### config.mk
export PLATFORM = sky130hd
export DESIGN_NAME = sct_ctrl
export DESIGN_NICKNAME = d
export VERILOG_FILES = /design/src/hdl/sct_pkg.sv /design/src/hdl/sct_ctrl.sv
export SDC_FILE = /design/constraint.sdc
export NUM_CORES = 1
export LEC_CHECK = 0
export BUFFER_PORTS_ARGS = -buffer_cell sky130_fd_sc_hd__buf_4
export CORE_MARGIN = 2
export CORE_UTILIZATION = 62
export DETAILED_ROUTE_END_ITERATION = 7
export GPL_ROUTABILITY_DRIVEN = 0
export PLACE_DENSITY = 0.88
export SYNTH_ARGS = -nofsm -noshare
export SYNTH_HDL_FRONTEND = slang
export SYNTH_SLANG_ARGS = --single-unit
### constraint.sdc
create_clock -name clock -period 7 [get_ports clock]
set_input_delay 1.4 -clock clock [delete_from_list [all_inputs] [get_ports clock]]
set_output_delay 1.4 -clock clock [all_outputs]
set_load 0.005 [all_outputs]
### src/hdl/sct_pkg.sv
package sct_pkg;

   // Link table geometry
   localparam int NUM_SECTORS = 4096;
   localparam int SECT_W      = $clog2(NUM_SECTORS);
   localparam int ENTRY_W     = SECT_W + 1;
   localparam int CSR_W       = 13;

   typedef logic [SECT_W-1:0]  sect_type;
   typedef logic [ENTRY_W-1:0] entry_type;
   typedef logic [CSR_W-1:0]   lim_type;

   localparam entry_type END_MARK = '1;
   localparam entry_type FREE     = '0;

   // Request kinds
   localparam logic [2:0] KIND_START   = 3'd0;
   localparam logic [2:0] KIND_APPEND  = 3'd1;
   localparam logic [2:0] KIND_NEXT    = 3'd2;
   localparam logic [2:0] KIND_TRUNC   = 3'd3;
   localparam logic [2:0] KIND_RELEASE = 3'd4;

   // Result status codes
   localparam logic [1:0] ST_OK     = 2'd0;
   localparam logic [1:0] ST_FULL   = 2'd1;
   localparam logic [1:0] ST_END    = 2'd2;
   localparam logic [1:0] ST_BROKEN = 2'd3;

   // One cycle of link RAM traffic: one write, one read
   typedef struct packed {
      logic      we;
      sect_type  waddr;
      entry_type wdata;
      sect_type  raddr;
   } mem_req_type;

   // Finished request result
   typedef struct packed {
      logic       valid;
      sect_type   sector;
      logic [1:0] status;
   } result_type;

endpackage

### src/hdl/sct_ctrl.sv
module sct_ctrl
   import sct_pkg::*;
(
   input  logic        clock,
   input  logic        reset,
   input  logic        req_valid,
   input  logic [2:0]  req_kind,
   input  sect_type    req_sector,
   input  lim_type     lim,
   input  entry_type   rdata,
   input  logic        take,
   output logic        busy,
   output mem_req_type mem_req,
   output result_type  done
);

   localparam logic [2:0] S_CLR  = 3'd0;
   localparam logic [2:0] S_IDLE = 3'd1;
   localparam logic [2:0] S_SCAN = 3'd2;
   localparam logic [2:0] S_APP  = 3'd3;
   localparam logic [2:0] S_NEXT = 3'd4;
   localparam logic [2:0] S_WALK = 3'd5;
   localparam logic [2:0] S_FIN  = 3'd6;
   localparam logic [2:0] S_DONE = 3'd7;

   logic [2:0] state_ff, state_in;
   logic [2:0] kind_ff, kind_in;
   sect_type   sec_ff, sec_in;
   lim_type    scan_ff, scan_in;
   lim_type    chk_ff, chk_in;
   logic       chk_vld_ff, chk_vld_in;
   sect_type   act_ff, act_in;
   lim_type    steps_ff, steps_in;
   logic       first_ff, first_in;
   sect_type   res_ff, res_in;
   logic [1:0] stat_ff, stat_in;
   sect_type   clr_ff, clr_in;
   logic       accept;

   assign accept = req_valid && (state_ff == S_IDLE);
   assign busy   = (state_ff != S_IDLE);

   always_comb begin
      state_in   = state_ff;
      kind_in    = kind_ff;
      sec_in     = sec_ff;
      scan_in    = scan_ff;
      chk_in     = chk_ff;
      chk_vld_in = chk_vld_ff;
      act_in     = act_ff;
      steps_in   = steps_ff;
      first_in   = first_ff;
      res_in     = res_ff;
      stat_in    = stat_ff;
      clr_in     = clr_ff;
      mem_req.we    = 1'b0;
      mem_req.waddr = act_ff;
      mem_req.wdata = FREE;
      mem_req.raddr = act_ff;
      case (state_ff)
         // Sweep the table to free after reset
         S_CLR: begin
            mem_req.we    = 1'b1;
            mem_req.waddr = clr_ff;
            clr_in        = clr_ff + 1'b1;
            if (clr_ff == '1) begin
               state_in = S_IDLE;
            end
         end
         // Take a request and issue the read of its sector
         S_IDLE: begin
            mem_req.raddr = req_sector;
            if (accept) begin
               kind_in    = req_kind;
               sec_in     = req_sector;
               act_in     = req_sector;
               res_in     = '0;
               stat_in    = ST_OK;
               scan_in    = lim_type'(1);
               chk_vld_in = 1'b0;
               steps_in   = '0;
               first_in   = 1'b1;
               case (req_kind)
                  KIND_START, KIND_APPEND: state_in = S_SCAN;
                  KIND_NEXT:               state_in = S_NEXT;
                  KIND_TRUNC, KIND_RELEASE: state_in = S_WALK;
                  default:                 state_in = S_DONE;
               endcase
            end
         end
         // First-fit scan: one read issued and one entry checked per cycle
         S_SCAN: begin
            mem_req.raddr = scan_ff[SECT_W-1:0];
            if (chk_vld_ff && (chk_ff >= lim)) begin
               stat_in  = ST_FULL;
               state_in = S_DONE;
            end else if (chk_vld_ff && (rdata == FREE)) begin
               res_in     = chk_ff[SECT_W-1:0];
               mem_req.we = 1'b1;
               if (kind_ff == KIND_START) begin
                  mem_req.waddr = chk_ff[SECT_W-1:0];
                  mem_req.wdata = END_MARK;
                  state_in      = S_DONE;
               end else begin
                  mem_req.waddr = sec_ff;
                  mem_req.wdata = {1'b0, chk_ff[SECT_W-1:0]};
                  state_in      = S_APP;
               end
            end else begin
               scan_in    = scan_ff + 1'b1;
               chk_in     = scan_ff;
               chk_vld_in = 1'b1;
            end
         end
         // Mark the appended sector as the chain end
         S_APP: begin
            mem_req.we    = 1'b1;
            mem_req.waddr = res_ff;
            mem_req.wdata = END_MARK;
            state_in      = S_DONE;
         end
         // Decode the link of the given sector
         S_NEXT: begin
            if (rdata == END_MARK) begin
               stat_in = ST_END;
            end else if ((rdata == FREE) || rdata[SECT_W]) begin
               stat_in = ST_BROKEN;
            end else begin
               res_in = rdata[SECT_W-1:0];
            end
            state_in = S_DONE;
         end
         // Walk the chain: clear this entry and read the next in the same cycle
         S_WALK: begin
            if (first_ff && (rdata == FREE)) begin
               stat_in  = ST_BROKEN;
               state_in = S_DONE;
            end else if (rdata == END_MARK) begin
               mem_req.we = 1'b1;
               state_in   = S_FIN;
            end else if ((rdata == FREE) || rdata[SECT_W] || (steps_ff >= lim)) begin
               mem_req.we = 1'b1;
               stat_in    = ST_BROKEN;
               state_in   = S_FIN;
            end else begin
               mem_req.we    = 1'b1;
               mem_req.raddr = rdata[SECT_W-1:0];
               act_in        = rdata[SECT_W-1:0];
               steps_in      = steps_ff + 1'b1;
               first_in      = 1'b0;
            end
         end
         // Finish the head: end mark for truncate, free for release
         S_FIN: begin
            mem_req.we    = 1'b1;
            mem_req.waddr = sec_ff;
            mem_req.wdata = (kind_ff == KIND_TRUNC) ? END_MARK : FREE;
            state_in      = S_DONE;
         end
         // Hold the result until the output register takes it
         S_DONE: begin
            if (take) begin
               state_in = S_IDLE;
            end
         end
         default: begin
            state_in = S_IDLE;
         end
      endcase
   end

   always_ff @(posedge clock) begin
      if (reset) begin
         state_ff <= S_CLR;
         clr_ff   <= '0;
      end else begin
         state_ff <= state_in;
         clr_ff   <= clr_in;
      end
   end

   always_ff @(posedge clock) begin
      kind_ff    <= kind_in;
      sec_ff     <= sec_in;
      scan_ff    <= scan_in;
      chk_ff     <= chk_in;
      chk_vld_ff <= chk_vld_in;
      act_ff     <= act_in;
      steps_ff   <= steps_in;
      first_ff   <= first_in;
      res_ff     <= res_in;
      stat_ff    <= stat_in;
   end

   assign done.valid  = (state_ff == S_DONE);
   assign done.sector = res_ff;
   assign done.status = stat_ff;

endmodule

==> impl_results.md <==
- Iter 0 DRT Violations: 777
- Number of buffers created by CTS: 9
- Longest Clk Path Bufs: 2
- Pwr dens: 229 nW/um^2
- Cell Area, Synth: 6360 sq um
- CP most frequent cell: buf_4
- Syn Inst Count: 666
- Worst path slowest cell: a21oi_2
- Gate power share: 32.6%
- DRT Pass-1 Iters: 7
- Hpwl dp: 13800 um
- Largest family of logic cells by synthesized area: compound AO/OA/AOI/OAI gates
- CP Capture Type: output pin
- Mux contribution to synthesized area: 4.31%
- # rows: 36
- Worst-Skew Late Latency: 390 ps
- Setup Buffers After CTS: 0
- Main synth FF type: edfxtp_1
- Sequential fraction of the synthesis area: 43.4%
- Worst setup SP type: primary input
- Vias after detailed routing: 5990
- Avg WL per Cell: 21.6 um
- Die Wd: 105 um
- Crit share post-route: 76.6%
- Initial antenna violation count: 0
- Area of placed instances: 7120 sq um
- Sw frac: 35.9%
- Final nets: 820
- CP Data Required Time: 5600 ps
- Crit Path Max Fanout: 25
- Worst slew margin: 24.7%
- Clk pwr share: 22.3%
- Sw power: 0.604 mW
- Area Overhead vs Synth: 15.2%
- Measured slew at the worst slew-check pin: 1130 ps
- # setup viols final: 0
- Post-route ant nets: 0
- Yosys reg bits: 97
- Simple-Gate Fraction of Synth Area: 16.8%
- Clk root buf: clkbuf_8
- Largest net degree at the start of global routing: 43
- Adder-cell share of the synthesized area: 6.02%
- Peak supply drop: 0.186 mV
- CTS tree: built
- Crit path kind: in2out
- Syn Area/Cell: 9.55 sq um
- Post-synthesis xor/xnor area fraction: 3.99%
- Final setup skew: 15.0 ps
- Grt ovf: 0
- Post-route cell area: 7330 sq um
- # diodes: 0
- Core area: 9860 sq um
- Die Footprint: 11100 sq um
- CP cell instances: buf_4, inv_1, ha_1, nand3_1, nor3_1, o31ai_2, a21oi_2, or3_4, o21ai_0, buf_4
- CTS Sinks: 97
- Compound-Gate Fraction of Synth Area: 20.9%
- CTS resizes: 0
- Post-synth EDFFs: 82
- First-pass GRT wire length: 29300 um
- Share of layout cells above drive strength 1: 20.0%
- IO buf count: 98
- Max-slew violations: 0
- Biggest cell delay along the critical path: 900 ps
- DP Worst Slack: 1720 ps
- H-Tree Level Count: 3
- Vias in the first global route: 5458
- Largest delay share family, worst path: compound AO/OA/AOI/OAI gates
- Sequential share of power: 45.1%
- Worst path bufs/invs: 3
- Pleak: 2.87 nW
- I/O pin count: 99
- Final WL: 19100 um
- Die height: 105 um
- Via/cell ratio: 6.78
- YS warnings: 0
- Final min period: 5360 ps
- Hold-fix buffers, CTS: 0
- Final WS setup: 1640 ps
- Asr flop ratio synth: 0%
- Syn nets: 741
- Initial Utilization: 64.5%
- Clock transition at path regs: 110 ps
- Pint: 1.08 mW
- DR DRC count: 0
- Achievable Freq: 187 MHz
- Max cap viols: 0
- Status: finished clean
- Most frequent cells in the layout: 107 x buf_4, 82 x edfxtp_1, 74 x nor2_1
- Critical Path AT: 3960 ps
- Commonest non-fill, non-tap cell in the layout: buf_4
- RSZ-0062 raised after global routing: no
- Gr usage total: 34.3%
- Setup_tns: 0 ps
- Distinct cells, synth: 60
- Fillers: 689
- Fin. Hold Viols: 0
- Worst min path class: reg2reg
==> power by group through the flow <==
stage          Combinational (mW)  Clock, mW  Sequential, mW
2_1_floorplan               0.338          0           0.739
3_3_place_gp                0.509          0           0.763
3_5_place_dp                0.533          0           0.766
4_1_cts                     0.536      0.377           0.753
5_1_grt                     0.588      0.398           0.761
6_report                    0.548      0.375           0.758
==> flip-flops by register name (all words and copies together), names as in the netlist, 12 cells and up <==
signal	flops
chk_ff	13
scan_ff	13
sec_ff	12
clr_ff	12
steps_ff	13
act_ff	12
res_ff	12
==> synthesized netlist by cell type (all sizes together) (15+ instances only) <==
library cell | instances | share of area [%]
nor2 | 75 | 4.5
inv | 21 | 1.2
nor4 | 15 | 1.5
dfxtp | 15 | 4.7
edfxtp | 82 | 39
a21oi | 45 | 3.6
clkbuf | 16 | 0.94
xor2 | 20 | 2.8
nand2 | 56 | 3.4
nand3 | 19 | 1.5
nor3 | 21 | 2.0
o21ai | 56 | 4.6
mux2i | 15 | 2.4
buf | 23 | 2.3
ha | 29 | 5.7
==> through the flow <==
stage               total power, mW  util, %  instances  hold slack (ps)
finish                         1.68     74.3        883              507
global route                   1.75     74.3        883              532
CTS                            1.67     74.3        883              519
global placement               1.27     72.2        867              461
detailed placement             1.30     72.2        867              481
floorplan                      1.08        -        666              442
==> cell type report <==
class | count | area, sq um | area share (%)
sequential | 97 | 2760 | 37.7
inverter | 22 | 82.6 | 1.13
timing repair buffer | 107 | 803 | 11.0
tap | 133 | 166 | 2.27
multi-input combinational | 508 | 3310 | 45.2
clock buffer | 9 | 124 | 1.69
clock inverter | 7 | 80.1 | 1.09
==> per-layer routing <==
layer	up-vias	share of wire, %	global-route usage (%)
li1	2647	-	-
met3	77	14	8.66
met4	0	4.5	13.8
met1	2774	37	48.3
met2	492	44	50.8
met5	-	0	0
==> cell families (layout without fill, tap and decap cells) <==
logic type,count (synthesis),after routing
compound gates,200,200
xor+xnor,29,29
fa+ha+maj,30,30
buf+inv,61,145
flops,97,97
mux,26,26
simple gates,223,223
==> final timing paths <==
path / slack, ps / end / cells past startpoint / start
worst min register to register: 510 / chk_ff[3] / 0 / scan_ff[3]
worst max-delay path: 1640 / mem_req[12] / 10 / lim[8]
worst min-delay path: 510 / chk_ff[3] / 0 / scan_ff[3]
worst max register to register: 3280 / stat_ff[0] / 7 / state_ff[1]
==> worst register-to-register path, cell delays in order (launching register included) <==
cell and delay [ps]:
dfxtp_1 780, nand3_1 870, inv_1 270, buf_4 360, nand2_1 100, a211oi_1 430, nor2_1 140, a2111oi_2 430
No activity file was read; power rests on OpenSTA's default activity.
